[config.mk]
export PLATFORM = sky130hd
export DESIGN_NAME = kmp_stream_matcher
export DESIGN_NICKNAME = d
export VERILOG_FILES = /design/src/rtl/core/kmp_pkg.sv /design/src/rtl/core/kmp_ctrl.sv /design/src/rtl/core/kmp_dpath.sv /design/src/rtl/core/kmp_stream_matcher.sv
export VERILOG_INCLUDE_DIRS = /design/src /design/src/rtl/core
export SDC_FILE = /design/constraint.sdc
export NUM_CORES = 1
export LEC_CHECK = 0
export ABC_AREA = 1
export CAP_MARGIN = 20
export CORE_AREA = 2 2 275 169
export CTS_BUF_LIST = sky130_fd_sc_hd__clkbuf_16
export CTS_CLUSTER_SIZE = 40
export DETAILED_ROUTE_END_ITERATION = 6
export DIE_AREA = 0 0 277 171
export DONT_BUFFER_PORTS = 1
export SYNTH_ARGS = -nofsm -noshare
export SYNTH_HDL_FRONTEND = slang
export SYNTH_SLANG_ARGS = --single-unit
[constraint.sdc]
create_clock -name clk -period 5.7 [get_ports clk]
set_clock_uncertainty 0.05 [all_clocks]
set_input_delay 0.57 -clock clk [delete_from_list [all_inputs] [get_ports clk]]
set_output_delay 0.57 -clock clk [all_outputs]
set_load 0.01 [all_outputs]
[src/rtl/core/assert_macros.svh]
// Assertion macros shared by the matcher RTL.
`ifndef ASSERT_MACROS_SVH
`define ASSERT_MACROS_SVH

// Property that must hold at every clock edge out of reset.
`define KMP_ASSERT(label, prop, msg) \
  label: assert property (@(posedge clk) disable iff (!rst_n) (prop)) \
    else $error(msg);

// Antecedent in one cycle implies consequent in the next.
`define KMP_ASSERT_NEXT(label, ante, cons, msg) \
  label: assert property (@(posedge clk) disable iff (!rst_n) (ante) |=> (cons)) \
    else $error(msg);

`endif

[src/rtl/core/kmp_pkg.sv]
// Package: constants, controller states and command/status structs for the matcher.
`timescale 1ns / 1ps

package kmp_pkg;

  localparam int PATTERN_MAX = 16;
  localparam int COUNT_BITS  = 16;
  localparam int LEN_W       = 5;
  localparam int IDX_W       = $clog2(PATTERN_MAX);
  localparam int BYTE_W      = 8;
  localparam int PAT_W       = 128;
  localparam int CFG_DATA_W  = 64;
  localparam int CFG_IDX_W   = 2;
  localparam int OUT_CNT_W   = 16;

  // Configuration register indexes
  typedef enum logic [CFG_IDX_W-1:0] {
    REG_PAT_LEN  = 2'd0,
    REG_PAT_LO   = 2'd1,
    REG_PAT_HI   = 2'd2,
    REG_CNT_MODE = 2'd3
  } cfg_reg_t;

  // Controller states
  typedef enum logic [2:0] {
    ST_INIT,
    ST_BUILD,
    ST_ACCEPT,
    ST_SEARCH,
    ST_BORDER
  } state_t;

  // Controller to datapath commands
  typedef struct packed {
    logic init;    // clear first table entry, start table build
    logic build;   // one table build step
    logic load;    // latch input word
    logic fall;    // one fallback step on the text
    logic finish;  // final compare, load result register
    logic border;  // fall back to border of the full pattern
  } ctl_cmd_t;

  // Datapath to controller status
  typedef struct packed {
    logic build_done;
    logic srch_fall;
    logic need_border;
    logic out_free;
  } dp_stat_t;

endpackage

[src/rtl/core/kmp_ctrl.sv]
// Controller state machine for the matcher: table build, accept, search, border.
`timescale 1ns / 1ps
`include "assert_macros.svh"

module kmp_ctrl (
  input  logic              clk,
  input  logic              rst_n,
  input  logic              cfg_we,
  input  logic              in_valid,
  output logic              in_stall,
  input  kmp_pkg::dp_stat_t stat,
  output kmp_pkg::ctl_cmd_t cmd
);

  kmp_pkg::state_t state_r, state_nxt;

  // State register
  always_ff @(posedge clk) begin
    if (!rst_n) begin
      state_r <= kmp_pkg::ST_INIT;
    end else begin
      state_r <= state_nxt;
    end
  end

  // Next state
  always_comb begin
    state_nxt = state_r;
    if (cfg_we) begin
      state_nxt = kmp_pkg::ST_INIT;
    end else begin
      case (state_r)
        kmp_pkg::ST_INIT:   state_nxt = kmp_pkg::ST_BUILD;
        kmp_pkg::ST_BUILD: begin
          if (stat.build_done) state_nxt = kmp_pkg::ST_ACCEPT;
        end
        kmp_pkg::ST_ACCEPT: begin
          if (in_valid) state_nxt = kmp_pkg::ST_SEARCH;
        end
        kmp_pkg::ST_SEARCH: begin
          if (!stat.srch_fall && stat.out_free) begin
            state_nxt = stat.need_border ? kmp_pkg::ST_BORDER : kmp_pkg::ST_ACCEPT;
          end
        end
        kmp_pkg::ST_BORDER: state_nxt = kmp_pkg::ST_ACCEPT;
        default:            state_nxt = kmp_pkg::ST_INIT;
      endcase
    end
  end

  // Outputs
  always_comb begin
    cmd      = '0;
    in_stall = 1'b1;
    if (!cfg_we) begin
      case (state_r)
        kmp_pkg::ST_INIT:   cmd.init = 1'b1;
        kmp_pkg::ST_BUILD:  cmd.build = !stat.build_done;
        kmp_pkg::ST_ACCEPT: begin
          in_stall = 1'b0;
          cmd.load = in_valid;
        end
        kmp_pkg::ST_SEARCH: begin
          cmd.fall   = stat.srch_fall;
          cmd.finish = !stat.srch_fall && stat.out_free;
        end
        kmp_pkg::ST_BORDER: cmd.border = 1'b1;
        default:            cmd = '0;
      endcase
    end
  end

  `KMP_ASSERT_NEXT(a_load_to_search, cmd.load, state_r == kmp_pkg::ST_SEARCH, "no search after load")
  `KMP_ASSERT(a_one_cmd, $onehot0(cmd), "more than one datapath command at once")
  `KMP_ASSERT(a_stall_in_search, state_r == kmp_pkg::ST_SEARCH |-> in_stall, "input taken during search")

endmodule

[src/rtl/core/kmp_dpath.sv]
// Datapath for the matcher: config registers, failure table, match state, result register.
`timescale 1ns / 1ps
`include "assert_macros.svh"

module kmp_dpath (
  input  logic                               clk,
  input  logic                               rst_n,
  input  logic                               cfg_we,
  input  logic [kmp_pkg::CFG_IDX_W-1:0]      cfg_index,
  input  logic [kmp_pkg::CFG_DATA_W-1:0]     cfg_wdata,
  input  logic [kmp_pkg::BYTE_W-1:0]         in_text_byte,
  input  logic                               in_text_last,
  output logic                               out_valid,
  input  logic                               out_stall,
  output logic                               out_match_end,
  output logic [kmp_pkg::OUT_CNT_W-1:0]      out_match_count,
  output logic                               out_found,
  output logic                               out_end_of_text,
  input  kmp_pkg::ctl_cmd_t                  cmd,
  output kmp_pkg::dp_stat_t                  stat
);

  localparam logic [kmp_pkg::LEN_W-1:0] PMAX = kmp_pkg::LEN_W'(kmp_pkg::PATTERN_MAX);
  localparam logic [kmp_pkg::COUNT_BITS-1:0] CNT_MAX = {kmp_pkg::COUNT_BITS{1'b1}};

  // Configuration registers
  logic [kmp_pkg::LEN_W-1:0]  len_r;
  logic [kmp_pkg::PAT_W-1:0]  pat_r;
  logic                       mode_r;

  // Failure table and build pointers
  logic [kmp_pkg::LEN_W-1:0]  ft_r [kmp_pkg::PATTERN_MAX];
  logic [kmp_pkg::LEN_W-1:0]  i_r, k_r;

  // Text state
  logic [kmp_pkg::LEN_W-1:0]      ml_r, j_r;
  logic [kmp_pkg::COUNT_BITS-1:0] count_r;
  logic                           found_r, stop_r;
  logic [kmp_pkg::BYTE_W-1:0]     c_r;
  logic                           last_r;

  // Result register
  logic                           out_valid_r;
  logic                           om_end_r, of_r, oeot_r;
  logic [kmp_pkg::OUT_CNT_W-1:0]  ocnt_r;

  logic [kmp_pkg::LEN_W-1:0]      m_eff;
  logic [kmp_pkg::IDX_W-1:0]      rd_addr;
  logic [kmp_pkg::LEN_W-1:0]      ft_rd;
  logic [kmp_pkg::BYTE_W-1:0]     pi, pk, pj;
  logic                           b_fall, c_eq, hit;
  logic [kmp_pkg::LEN_W-1:0]      kn, jn;
  logic [kmp_pkg::COUNT_BITS-1:0] cnt_new;

  function automatic logic [kmp_pkg::BYTE_W-1:0] pat_byte(
    input logic [kmp_pkg::PAT_W-1:0] pat,
    input logic [kmp_pkg::IDX_W-1:0] idx
  );
    pat_byte = pat[idx*kmp_pkg::BYTE_W +: kmp_pkg::BYTE_W];
  endfunction

  // Effective pattern length, clamped to 1..PATTERN_MAX
  always_comb begin
    if (len_r == '0)       m_eff = kmp_pkg::LEN_W'(1);
    else if (len_r > PMAX) m_eff = PMAX;
    else                   m_eff = len_r;
  end

  // Single table read port
  always_comb begin
    if (cmd.border)    rd_addr = kmp_pkg::IDX_W'(m_eff - kmp_pkg::LEN_W'(1));
    else if (cmd.fall) rd_addr = kmp_pkg::IDX_W'(j_r - kmp_pkg::LEN_W'(1));
    else               rd_addr = kmp_pkg::IDX_W'(k_r - kmp_pkg::LEN_W'(1));
  end
  assign ft_rd = ft_r[rd_addr];

  // Build compare
  assign pi     = pat_byte(pat_r, i_r[kmp_pkg::IDX_W-1:0]);
  assign pk     = pat_byte(pat_r, k_r[kmp_pkg::IDX_W-1:0]);
  assign b_fall = (k_r != '0) && (pi != pk);
  assign kn     = k_r + kmp_pkg::LEN_W'(pi == pk);

  // Search compare
  assign pj      = pat_byte(pat_r, j_r[kmp_pkg::IDX_W-1:0]);
  assign c_eq    = (c_r == pj);
  assign jn      = j_r + kmp_pkg::LEN_W'(c_eq);
  assign hit     = !stop_r && (jn == m_eff);
  assign cnt_new = count_r + kmp_pkg::COUNT_BITS'(hit && (count_r != CNT_MAX));

  // Status to controller
  always_comb begin
    stat.build_done  = (i_r >= m_eff);
    stat.srch_fall   = !stop_r && (j_r != '0) && !c_eq;
    stat.need_border = hit && mode_r && !last_r;
    stat.out_free    = !out_valid_r || !out_stall;
  end

  // Configuration registers
  always_ff @(posedge clk) begin
    if (!rst_n) begin
      len_r  <= kmp_pkg::LEN_W'(1);
      pat_r  <= '0;
      mode_r <= 1'b1;
    end else if (cfg_we) begin
      case (kmp_pkg::cfg_reg_t'(cfg_index))
        kmp_pkg::REG_PAT_LEN:  len_r <= cfg_wdata[kmp_pkg::LEN_W-1:0];
        kmp_pkg::REG_PAT_LO:   pat_r[kmp_pkg::CFG_DATA_W-1:0] <= cfg_wdata;
        kmp_pkg::REG_PAT_HI:   pat_r[kmp_pkg::PAT_W-1:kmp_pkg::CFG_DATA_W] <= cfg_wdata;
        kmp_pkg::REG_CNT_MODE: mode_r <= cfg_wdata[0];
        default:               mode_r <= mode_r;
      endcase
    end
  end

  // Failure table build
  always_ff @(posedge clk) begin
    if (!rst_n) begin
      i_r <= kmp_pkg::LEN_W'(1);
      k_r <= '0;
    end else if (cmd.init) begin
      i_r <= kmp_pkg::LEN_W'(1);
      k_r <= '0;
    end else if (cmd.build) begin
      if (b_fall) begin
        k_r <= ft_rd;
      end else begin
        k_r <= kn;
        i_r <= i_r + kmp_pkg::LEN_W'(1);
      end
    end
  end

  always_ff @(posedge clk) begin
    if (cmd.init) begin
      ft_r[0] <= '0;
    end else if (cmd.build && !b_fall) begin
      ft_r[i_r[kmp_pkg::IDX_W-1:0]] <= kn;
    end
  end

  // Input word latch
  always_ff @(posedge clk) begin
    if (cmd.load) begin
      c_r    <= in_text_byte;
      last_r <= in_text_last;
    end
  end

  // Match state
  always_ff @(posedge clk) begin
    if (!rst_n || cfg_we || cmd.init) begin
      ml_r    <= '0;
      j_r     <= '0;
      count_r <= '0;
      found_r <= 1'b0;
      stop_r  <= 1'b0;
    end else if (cmd.load) begin
      j_r <= (ml_r >= m_eff) ? '0 : ml_r;
    end else if (cmd.fall) begin
      j_r <= ft_rd;
    end else if (cmd.finish) begin
      if (last_r) begin
        ml_r    <= '0;
        count_r <= '0;
        found_r <= 1'b0;
        stop_r  <= 1'b0;
      end else begin
        count_r <= cnt_new;
        found_r <= found_r | hit;
        if (hit) begin
          ml_r   <= '0;
          stop_r <= !mode_r;
        end else if (!stop_r) begin
          ml_r <= jn;
        end
      end
    end else if (cmd.border) begin
      ml_r <= ft_rd;
    end
  end

  // Result register
  always_ff @(posedge clk) begin
    if (!rst_n) begin
      out_valid_r <= 1'b0;
    end else if (cmd.finish) begin
      out_valid_r <= 1'b1;
    end else if (!out_stall) begin
      out_valid_r <= 1'b0;
    end
  end

  always_ff @(posedge clk) begin
    if (cmd.finish) begin
      om_end_r <= hit;
      ocnt_r   <= kmp_pkg::OUT_CNT_W'(cnt_new);
      of_r     <= found_r | hit;
      oeot_r   <= last_r;
    end
  end

  assign out_valid       = out_valid_r;
  assign out_match_end   = om_end_r;
  assign out_match_count = ocnt_r;
  assign out_found       = of_r;
  assign out_end_of_text = oeot_r;

  `KMP_ASSERT(a_ml_in_range, ml_r < m_eff, "matched length not below pattern length")
  `KMP_ASSERT(a_border_lt_i, k_r < i_r, "build border not below build index")
  `KMP_ASSERT(a_found_count, found_r == (count_r != '0), "found flag disagrees with count")
  `KMP_ASSERT_NEXT(a_finish_out, cmd.finish, out_valid_r, "finished word not presented")

endmodule

[src/rtl/core/kmp_stream_matcher.sv]
// Top level of the streaming KMP byte matcher: controller plus datapath.
//
// Usage: write pattern_length (0), pattern bytes 0-7 (1), bytes 8-15 (2) and
// count_mode (3) on the cfg_ port while idle. Each write restarts the text and
// rebuilds the failure table; in_stall stays high during the build. The
// effective pattern length m is 1 to 16.
// The same build runs after reset.
// Text words enter on in_valid/in_stall, one byte each, in_text_last marking
// the last byte of a text. Each byte yields exactly one result word on
// out_valid/out_stall: match end flag, saturating count, sticky found flag and
// an echo of the last marker.
// After a byte is accepted, the search state runs its table fallbacks one at
// a time and then loads the result into the output register. A new byte is
// taken only after the previous one has finished its fallbacks and result
// load, and after a match in count mode that does not end the text, also a
// border step. The single compare and table read port in the datapath sets
// this pace. A stalled result holds, and the block waits in search only when
// it must load a new result while the old one is still stalled.
// Reset is synchronous, active low; it clears the match state and the
// configuration to length 1, pattern zero, count mode on.
`timescale 1ns / 1ps

module kmp_stream_matcher (
  input  logic                           clk,
  input  logic                           rst_n,
  input  logic                           cfg_we,
  input  logic [kmp_pkg::CFG_IDX_W-1:0]  cfg_index,
  input  logic [kmp_pkg::CFG_DATA_W-1:0] cfg_wdata,
  input  logic                           in_valid,
  output logic                           in_stall,
  input  logic [kmp_pkg::BYTE_W-1:0]     in_text_byte,
  input  logic                           in_text_last,
  output logic                           out_valid,
  input  logic                           out_stall,
  output logic                           out_match_end,
  output logic [kmp_pkg::OUT_CNT_W-1:0]  out_match_count,
  output logic                           out_found,
  output logic                           out_end_of_text
);

  kmp_pkg::ctl_cmd_t cmd;
  kmp_pkg::dp_stat_t stat;

  kmp_ctrl u_ctrl (
    .clk      (clk),
    .rst_n    (rst_n),
    .cfg_we   (cfg_we),
    .in_valid (in_valid),
    .in_stall (in_stall),
    .stat     (stat),
    .cmd      (cmd)
  );

  kmp_dpath u_dpath (
    .clk             (clk),
    .rst_n           (rst_n),
    .cfg_we          (cfg_we),
    .cfg_index       (cfg_index),
    .cfg_wdata       (cfg_wdata),
    .in_text_byte    (in_text_byte),
    .in_text_last    (in_text_last),
    .out_valid       (out_valid),
    .out_stall       (out_stall),
    .out_match_end   (out_match_end),
    .out_match_count (out_match_count),
    .out_found       (out_found),
    .out_end_of_text (out_end_of_text),
    .cmd             (cmd),
    .stat            (stat)
  );

endmodule

# After elaboration in Yosys (flattened, before gate mapping)
# Memory sizes are Yosys's and may differ from the RTL's.
# Cells that the tools add are included.
[totals]
word_cells = 137
register_bits = 204
out_inout_bits = 21
memories = 1
ram_bits = 80
[mem_list]
columns = ["memory", "words", "width", "rd", "rd_clocked_by_memory_dff", "wr", "line", "text"]
rows = [
  ["u_dpath.ft_r", 16, 5, 1, 0, 1, "kmp_dpath.sv:32", "logic [kmp_pkg::LEN_W-1:0] ft_r [kmp_pkg::PATTERN_MAX];"],
]
[op_classes]
bitwise = 5
add_sub_neg = 7
eq_ne = 17
n_shift = 3
n_mux = 40
n_lt_le_gt_ge = 3
n_reduce_logical = 42
[op_table]
columns = ["operator", "count"]
rows = [
  ["$shiftx A128 B8 Y8", 3],
  ["$mux W5", 12],
  ["$mux W1", 17],
  ["$add A16 B1 Y16", 1],
  ["$eq A8 B8 Y1", 2],
  ["$mux W16", 1],
  ["$ne A16 B16 Y1 const B", 1],
  ["$pmux W3 S5", 1],
  ["$mux W3", 4],
  ["$mux W4", 3],
  ["$sub A4 B1 Y4 const B", 3],
  ["$add A5 B1 Y5", 2],
  ["$ge A5 B5 Y1", 2],
  ["$logic_not A1 Y1", 10],
  ["$reduce_and A2 Y1", 5],
  ["$reduce_bool A5 Y1", 2],
  ["$logic_and A1 B1 Y1", 9],
  ["$ne A8 B8 Y1", 1],
  ["$reduce_and A4 Y1", 2],
  ["$eq A3 B2 Y1 const B", 2],
  ["$mux W6", 1],
  ["$ne A2 B1 Y1 const B", 3],
  ["$reduce_and A3 Y1", 2],
  ["$reduce_bool A2 Y1", 3],
  ["other kinds (18)", 25],
]

# Depth between registers and ports, before layout
[logic_depth]
ltp_word = 14
ltp_mapped = 36
mapped_depth_nobuf = 35

# Hierarchy
# From an unflattened synthesis, not the netlist that was laid out.
[unflattened]
hier_cells = 2262
hier_area_um2 = 15922.8
[modules_own_cells]
columns = ["module", "cells_per_inst", "seq_area_each_um2", "instances", "area_each_um2"]
rows = [
  ["kmp_dpath", 2217, 6706.4, 1, 15690.0],
  ["kmp_ctrl", 45, 60.1, 1, 232.7],
]

# Worst setup path before layout
# OpenSTA, ideal clock, no wires.
[synth_timing]
kind = "register -> register"
start = "reg u_dpath.j_r[1] (netlist bit)"
end = "reg u_dpath.count_r[13] (netlist bit)"
setup_time_ps = 86
required_ps = 5564
setup_slack_ps = 1208
n_path_buf = 2
arrival_ps = 4356
path_stages_with_launch = 36
period_less_slack_ps = 4492
path_cell_list = "dfxtp_1 -> buf_6 -> clkinv_2 -> buf_2 -> nand3_1 -> o21ai_1 -> nand2_1 -> nand2_1 -> inv_2 -> nand2_1 -> nand2_1 -> nand2_1 -> nand2_1 -> nor2_1 -> nand2_2 -> inv_1 -> ha_1 -> ha_1 -> xor2_1 -> inv_1 -> a21oi_1 -> o21ai_0 -> nor4_1 -> inv_1 -> a31oi_1 -> ha_1 -> nand3_1 -> nor3_1 -> nand2_1 -> nor2_1 -> inv_1 -> nor3_1 -> nand2_1 -> xor2_1 -> a21oi_1 -> a211oi_1"
[synth_via]
word_cells_on_any_way = 18
classes_between = "add/sub: 2; eq/ne: 2; shift: 1; mux: 3; bitwise: 1; reduce/logical: 9"
[synth_rtl]
columns = ["item", "line", "text"]
rows = [
  ["start: declaration", "kmp_dpath.sv:36", "logic [kmp_pkg::LEN_W-1:0] ml_r, j_r;"],
  ["start signal: assignment", "kmp_dpath.sv:158", "j_r <= (ml_r >= m_eff) ? '0 : ml_r;"],
  ["start signal: assignment", "kmp_dpath.sv:160", "j_r <= ft_rd;"],
  ["$shiftx A128 B8 Y8", "kmp_dpath.sv:59", "pat_byte = pat[idx*kmp_pkg::BYTE_W +: kmp_pkg::BYTE_W];"],
  ["$eq A8 B8 Y1", "kmp_dpath.sv:85", "assign c_eq = (c_r == pj);"],
  ["$add A5 B1 Y5 *", "kmp_dpath.sv:86", "assign jn = j_r + kmp_pkg::LEN_W'(c_eq);"],
  ["$eq A5 B5 Y1 *", "kmp_dpath.sv:87", "assign hit = !stop_r && (jn == m_eff);"],
  ["$logic_and A1 B1 Y1 *", "kmp_dpath.sv:87", ""],
  ["named net u_dpath.hit", "kmp_dpath.sv:51", "logic b_fall, c_eq, hit;"],
  ["$logic_and A1 B1 Y1 *", "kmp_dpath.sv:88", "assign cnt_new = count_r + kmp_pkg::COUNT_BITS'(hit && (count_r != CNT_MAX));"],
  ["$add A16 B1 Y16 *", "kmp_dpath.sv:88", ""],
  ["named net u_dpath.cnt_new, one bit", "kmp_dpath.sv:53", "logic [kmp_pkg::COUNT_BITS-1:0] cnt_new;"],
  ["$mux W16 *", "kmp_dpath.sv:162", "if (last_r) begin"],
  ["end signal: assignment", "kmp_dpath.sv:168", "count_r <= cnt_new;"],
  ["end: declaration", "kmp_dpath.sv:37", "logic [kmp_pkg::COUNT_BITS-1:0] count_r;"],
]
# Mark *: on every way through the listed nets, which the timed path passes. The rest lies on a longest branch.
# A chain may end at the register's enable or synchronous reset.

# Worst setup path in the final report
# Same ends and word-level chain as after synthesis.

==> summary.txt <==
total grt overflow: 0
pin count of the biggest net entering global routing: 126
core region area: 45200 µm²
number of synthesized flops with an enable pin: 108
H-Tree Depth: 1
LEAKAGE: 6.74 nW
routed wire length per instance: 20.6 µm
fraction of synthesized area in multiplexers: 0
first-pass iteration count of the detailed router: 5
Port Buffer Count: 0
area grow syn2layout: 9.26%
global-route wire length before repair: 83500 µm
share of synthesized area occupied by flip-flops and latches: 0.436
Max stage delay cell, worst path: sky130_fd_sc_hd__nor4_2
Hold Path Sink: u_dpath.c_r[3]
worst reg2reg endpoint: u_dpath.count_r[13]
x dimension of the die: 277 µm
power share of the sequential group: 0.491
number of warnings reported in the yosys synthesis log: 0
clock period minus final worst setup slack: 5.23 ns
Detailed Route Iter0 Violations: 2176
clock transition at the registers of the reported paths: 0.07 ns
crit-path max FO: 21
kind of end point of the critical path: flop
async set-or-reset flop fraction in the synthesized netlist: 0
Crit path required time: 6.12 ns
layout cells sized above 1: 0.0649
largest area contributor in the synthesized netlist: sky130_fd_sc_hd__dfxtp_1
row cnt: 61
Most common cell on crit path: sky130_fd_sc_hd__nand2_1
Synth Flop Type: sky130_fd_sc_hd__dfxtp_1
arrival time worst endpoint: 5.65 ns
final setup vio count: 0
share of synthesized cell area in and, or, nand and nor gates: 0.215
count of placed standard cells including taps: 2641
Final Max Tran Viols: 0
max_cap viols: 0
Net Sw Power: 1.11 mW
unrepaired setup endpoints after global routing: yes
vias in the first global route: 13000
gr usage total: 0.230
average instance area after synthesis: 7.29 µm²
clock tree from TritonCTS: built
Clk Latency, worst-skew pair: 0.57 ns
Min-Delay Path Class: in -> reg
TritonCTS Buffers: 29
number of ports placed on the die boundary: 101
maximum number of buffers from clock root to sink: 3
status: completed
clk sink count: 284
Hold Crit Start: in_text_byte[3]
antenna violations before repair: 2
drt via density: 5.50
FF-to-FF path depth: 33
number of distinct library cells after synthesis: 41
power per cell area: 262 nW/µm²
half-perimeter wire length after placement: 39700 µm
crit-path max cell delay: 0.41 ns
proportion of power drawn by the clock network: 0.435
slack of the worst reg-to-reg path: 0.47 ns
post-synthesis xor/xnor area fraction: 0.0169
Post-Syn Nets: 2228
remaining number of nets flagged by the antenna check after routing: 0
area fraction in compound gates after synthesis: 0.213
cell count after synthesis: 2130
kind of launch point of the worst setup path: flop
cell-internal power: 3.33 mW
residual DRC count: 0
dominant combinational cell family by area after synthesis: simple AND/OR/NAND/NOR gates
maximum operating frequency: 191 MHz
largest cells by area after synthesis: sky130_fd_sc_hd__dfxtp_1, sky130_fd_sc_hd__edfxtp_1, sky130_fd_sc_hd__nand2_1
buffer type at the clock tree root: sky130_fd_sc_hd__clkbuf_16
non-filler instance count after layout: 2695
Total Die Area: 47400 µm²
detailed-route wire length: 55600 µm
highest ir drop seen on vdd: 0.270 mV
routed vias: 14800
worst slew margin relative to its limit: 0.302
flop and latch count out of synthesis: 284
area share of fa/ha/maj cells after synthesis: 0.0145
Final Wtd Congestion: 0.927
origin of the critical flop-to-flop path: u_dpath.j_r[1]
final hold vios: 0
initial cell density of the core: 0.344
share of total power in combinational logic: 0.074
switching share of power: 0.250
period utilisation layout: 0.917
top-area cell type share of the netlist area: 0.227
worst-margin pin slew: 1.04 ns
Power, Total: 4.44 mW
start-to-end type of the worst setup path: reg -> reg
total number of nets in the final design: 2172
die span in y: 171 µm
cell depth of the worst min-delay path: 0
Synth Cell Area: 15500 µm²
flip-flops by register name, indices dropped and copies added (netlist names):
name	flops
u_dpath.i_r	5
u_dpath.ml_r	5
u_ctrl.state_r	3
u_dpath.out_valid	1
u_dpath.out_match_end	1
u_dpath.len_r	5
u_dpath.j_r	5
u_dpath.k_r	5
u_dpath.out_end_of_text	1
u_dpath.found_r	1
u_dpath.mode_r	1
u_dpath.ft_r	80
u_dpath.out_found	1
u_dpath.c_r	8
u_dpath.last_r	1
u_dpath.pat_r	128
u_dpath.out_match_count	16
u_dpath.stop_r	1
u_dpath.count_r	16
synth_stat cells, types with 14 or more instances:
| cell type | count |
|---|---|
| sky130_fd_sc_hd__a211oi_1 | 17 |
| sky130_fd_sc_hd__a21oi_1 | 280 |
| sky130_fd_sc_hd__buf_2 | 31 |
| sky130_fd_sc_hd__buf_4 | 16 |
| sky130_fd_sc_hd__clkbuf_1 | 72 |
| sky130_fd_sc_hd__dfxtp_1 | 176 |
| sky130_fd_sc_hd__edfxtp_1 | 108 |
| sky130_fd_sc_hd__ha_1 | 18 |
| sky130_fd_sc_hd__inv_1 | 228 |
| sky130_fd_sc_hd__inv_2 | 14 |
| sky130_fd_sc_hd__nand2_1 | 410 |
| sky130_fd_sc_hd__nand3_1 | 159 |
| sky130_fd_sc_hd__nand3b_1 | 15 |
| sky130_fd_sc_hd__nand4_1 | 22 |
| sky130_fd_sc_hd__nor2_1 | 133 |
| sky130_fd_sc_hd__o211ai_1 | 15 |
| sky130_fd_sc_hd__o21ai_0 | 290 |
| sky130_fd_sc_hd__o21ai_1 | 25 |
| sky130_fd_sc_hd__xor2_1 | 23 |
area by class of cell:
class                   instances  area [µm²]
fillers                      4744       28200
multi-input cells            1464        7180
flip-flops and latches        284        6770
inverters                     249         941
clock buffers                  30         751
well taps                     598         748
repair buffers                 46         374
clock inverters                22         184
diodes                          2        5.00
worst max-delay path by stage:
stage,slack [ns],cells past startpoint,startpoint,to
floorplan,1.21,35,u_dpath.j_r[1],u_dpath.count_r[13]
global placement,0.42,33,u_dpath.j_r[1],u_dpath.count_r[15]
detailed placement,0.28,33,u_dpath.j_r[1],u_dpath.count_r[13]
CTS,0.23,33,u_dpath.j_r[1],u_dpath.count_r[13]
global route,-0.11,36,u_dpath.j_r[0],u_dpath.count_r[13]
finish,0.47,33,u_dpath.j_r[1],u_dpath.count_r[13]
per-stage QoR:
step	area (µm²)	hold slack [ns]	setup slack, ns	setup TNS [ns]	utilization
after floorplan	15500	0.387	1.21	0	-
after global placement	16000	0.400	0.417	0	0.354
after detailed placement	16000	0.404	0.282	0	0.354
after CTS	16900	0.0223	0.231	0	0.375
after global routing	17000	0.0231	-0.113	-0.168	0.375
final	17000	0.0456	0.471	0	0.375
timing repair:
| item | CTS | global route |
|---|---|---|
| hold buffers | 0 | 0 |
| setup buffers | 0 | 0 |
| hold endpoints to repair | 0 | 0 |
| endpoints found under the setup margin | 0 | 10 |
| resized for setup | 0 | 7 |
worst max-delay path, delay by kind of cell (launching register included):
family                     cells  cell delay [ns]
and+or+nand+nor               15             1.95
AOI/OAI and AO/OA              7             1.04
buffers and inverters          6             0.73
adders and majority gates      3             0.57
xor gates and xnor gates       2             0.41
DFF                            1             0.38
per-layer routing:
layer / part of all wire / GRT usage / vias up / wire length [µm]
met3: 0.13 / 0.0692 / 62 / 7440
met1: 0.50 / 0.380 / 6885 / 27900
met2: 0.35 / 0.280 / 843 / 19500
li1: - / - / 7018 / -
met4: 0.015 / 0.0380 / 2 / 828
met5: 0.00034 / 0 / - / 19
placed cells by master, fill, tap and decap left out, types with 2 or more instances in the layout:
| cell type | count |
|---|---|
| sky130_fd_sc_hd__nand2_1 | 409 |
| sky130_fd_sc_hd__o21ai_0 | 290 |
| sky130_fd_sc_hd__a21oi_1 | 280 |
| sky130_fd_sc_hd__inv_1 | 231 |
| sky130_fd_sc_hd__dfxtp_1 | 172 |
| sky130_fd_sc_hd__nand3_1 | 159 |
| sky130_fd_sc_hd__nor2_1 | 133 |
| sky130_fd_sc_hd__edfxtp_1 | 108 |
| sky130_fd_sc_hd__buf_4 | 43 |
| sky130_fd_sc_hd__clkbuf_16 | 30 |
| sky130_fd_sc_hd__o21ai_1 | 24 |
| sky130_fd_sc_hd__xor2_1 | 23 |
| sky130_fd_sc_hd__nand4_1 | 22 |
| sky130_fd_sc_hd__ha_1 | 18 |
| sky130_fd_sc_hd__a211oi_1 | 17 |
| sky130_fd_sc_hd__o211ai_1 | 15 |
| sky130_fd_sc_hd__nand3b_1 | 15 |
| sky130_fd_sc_hd__inv_2 | 14 |
| sky130_fd_sc_hd__clkinv_2 | 11 |
| sky130_fd_sc_hd__or2_2 | 10 |
| sky130_fd_sc_hd__nor4_1 | 9 |
| sky130_fd_sc_hd__clkinv_1 | 8 |
| sky130_fd_sc_hd__xnor2_1 | 7 |
| sky130_fd_sc_hd__clkinvlp_4 | 4 |
| sky130_fd_sc_hd__o21a_1 | 4 |
| sky130_fd_sc_hd__nor3_1 | 4 |
| sky130_fd_sc_hd__dfxtp_2 | 4 |
| sky130_fd_sc_hd__nand2_2 | 3 |
| sky130_fd_sc_hd__nor3_2 | 3 |
| sky130_fd_sc_hd__o22ai_1 | 3 |
| sky130_fd_sc_hd__bufinv_16 | 3 |
| sky130_fd_sc_hd__diode_2 | 2 |
| sky130_fd_sc_hd__nor4_2 | 2 |
| sky130_fd_sc_hd__a31oi_1 | 2 |
| sky130_fd_sc_hd__nand3_4 | 2 |
| sky130_fd_sc_hd__nand2_4 | 2 |
| sky130_fd_sc_hd__buf_12 | 2 |
kinds of logic (layout without fill, tap and decap cells):
kind of cell	count (synthesis)	count (layout)
compound gates	640	640
buf+inv	382	347
flops	284	284
other cells	0	2
xor+xnor	30	30
fa+ha+maj	18	18
simple gates	776	776
power groups by stage:
stage / combinational, mW / sequential [mW] / clock, mW
final: 0.329 / 2.18 / 1.93
after global routing: 0.364 / 2.19 / 2.04
after CTS: 0.317 / 2.18 / 1.97
after detailed placement: 0.315 / 2.23 / 0
after global placement: 0.311 / 2.23 / 0
after floorplan: 0.230 / 2.21 / 0
Note: power is estimated with default switching activity, not from simulation.
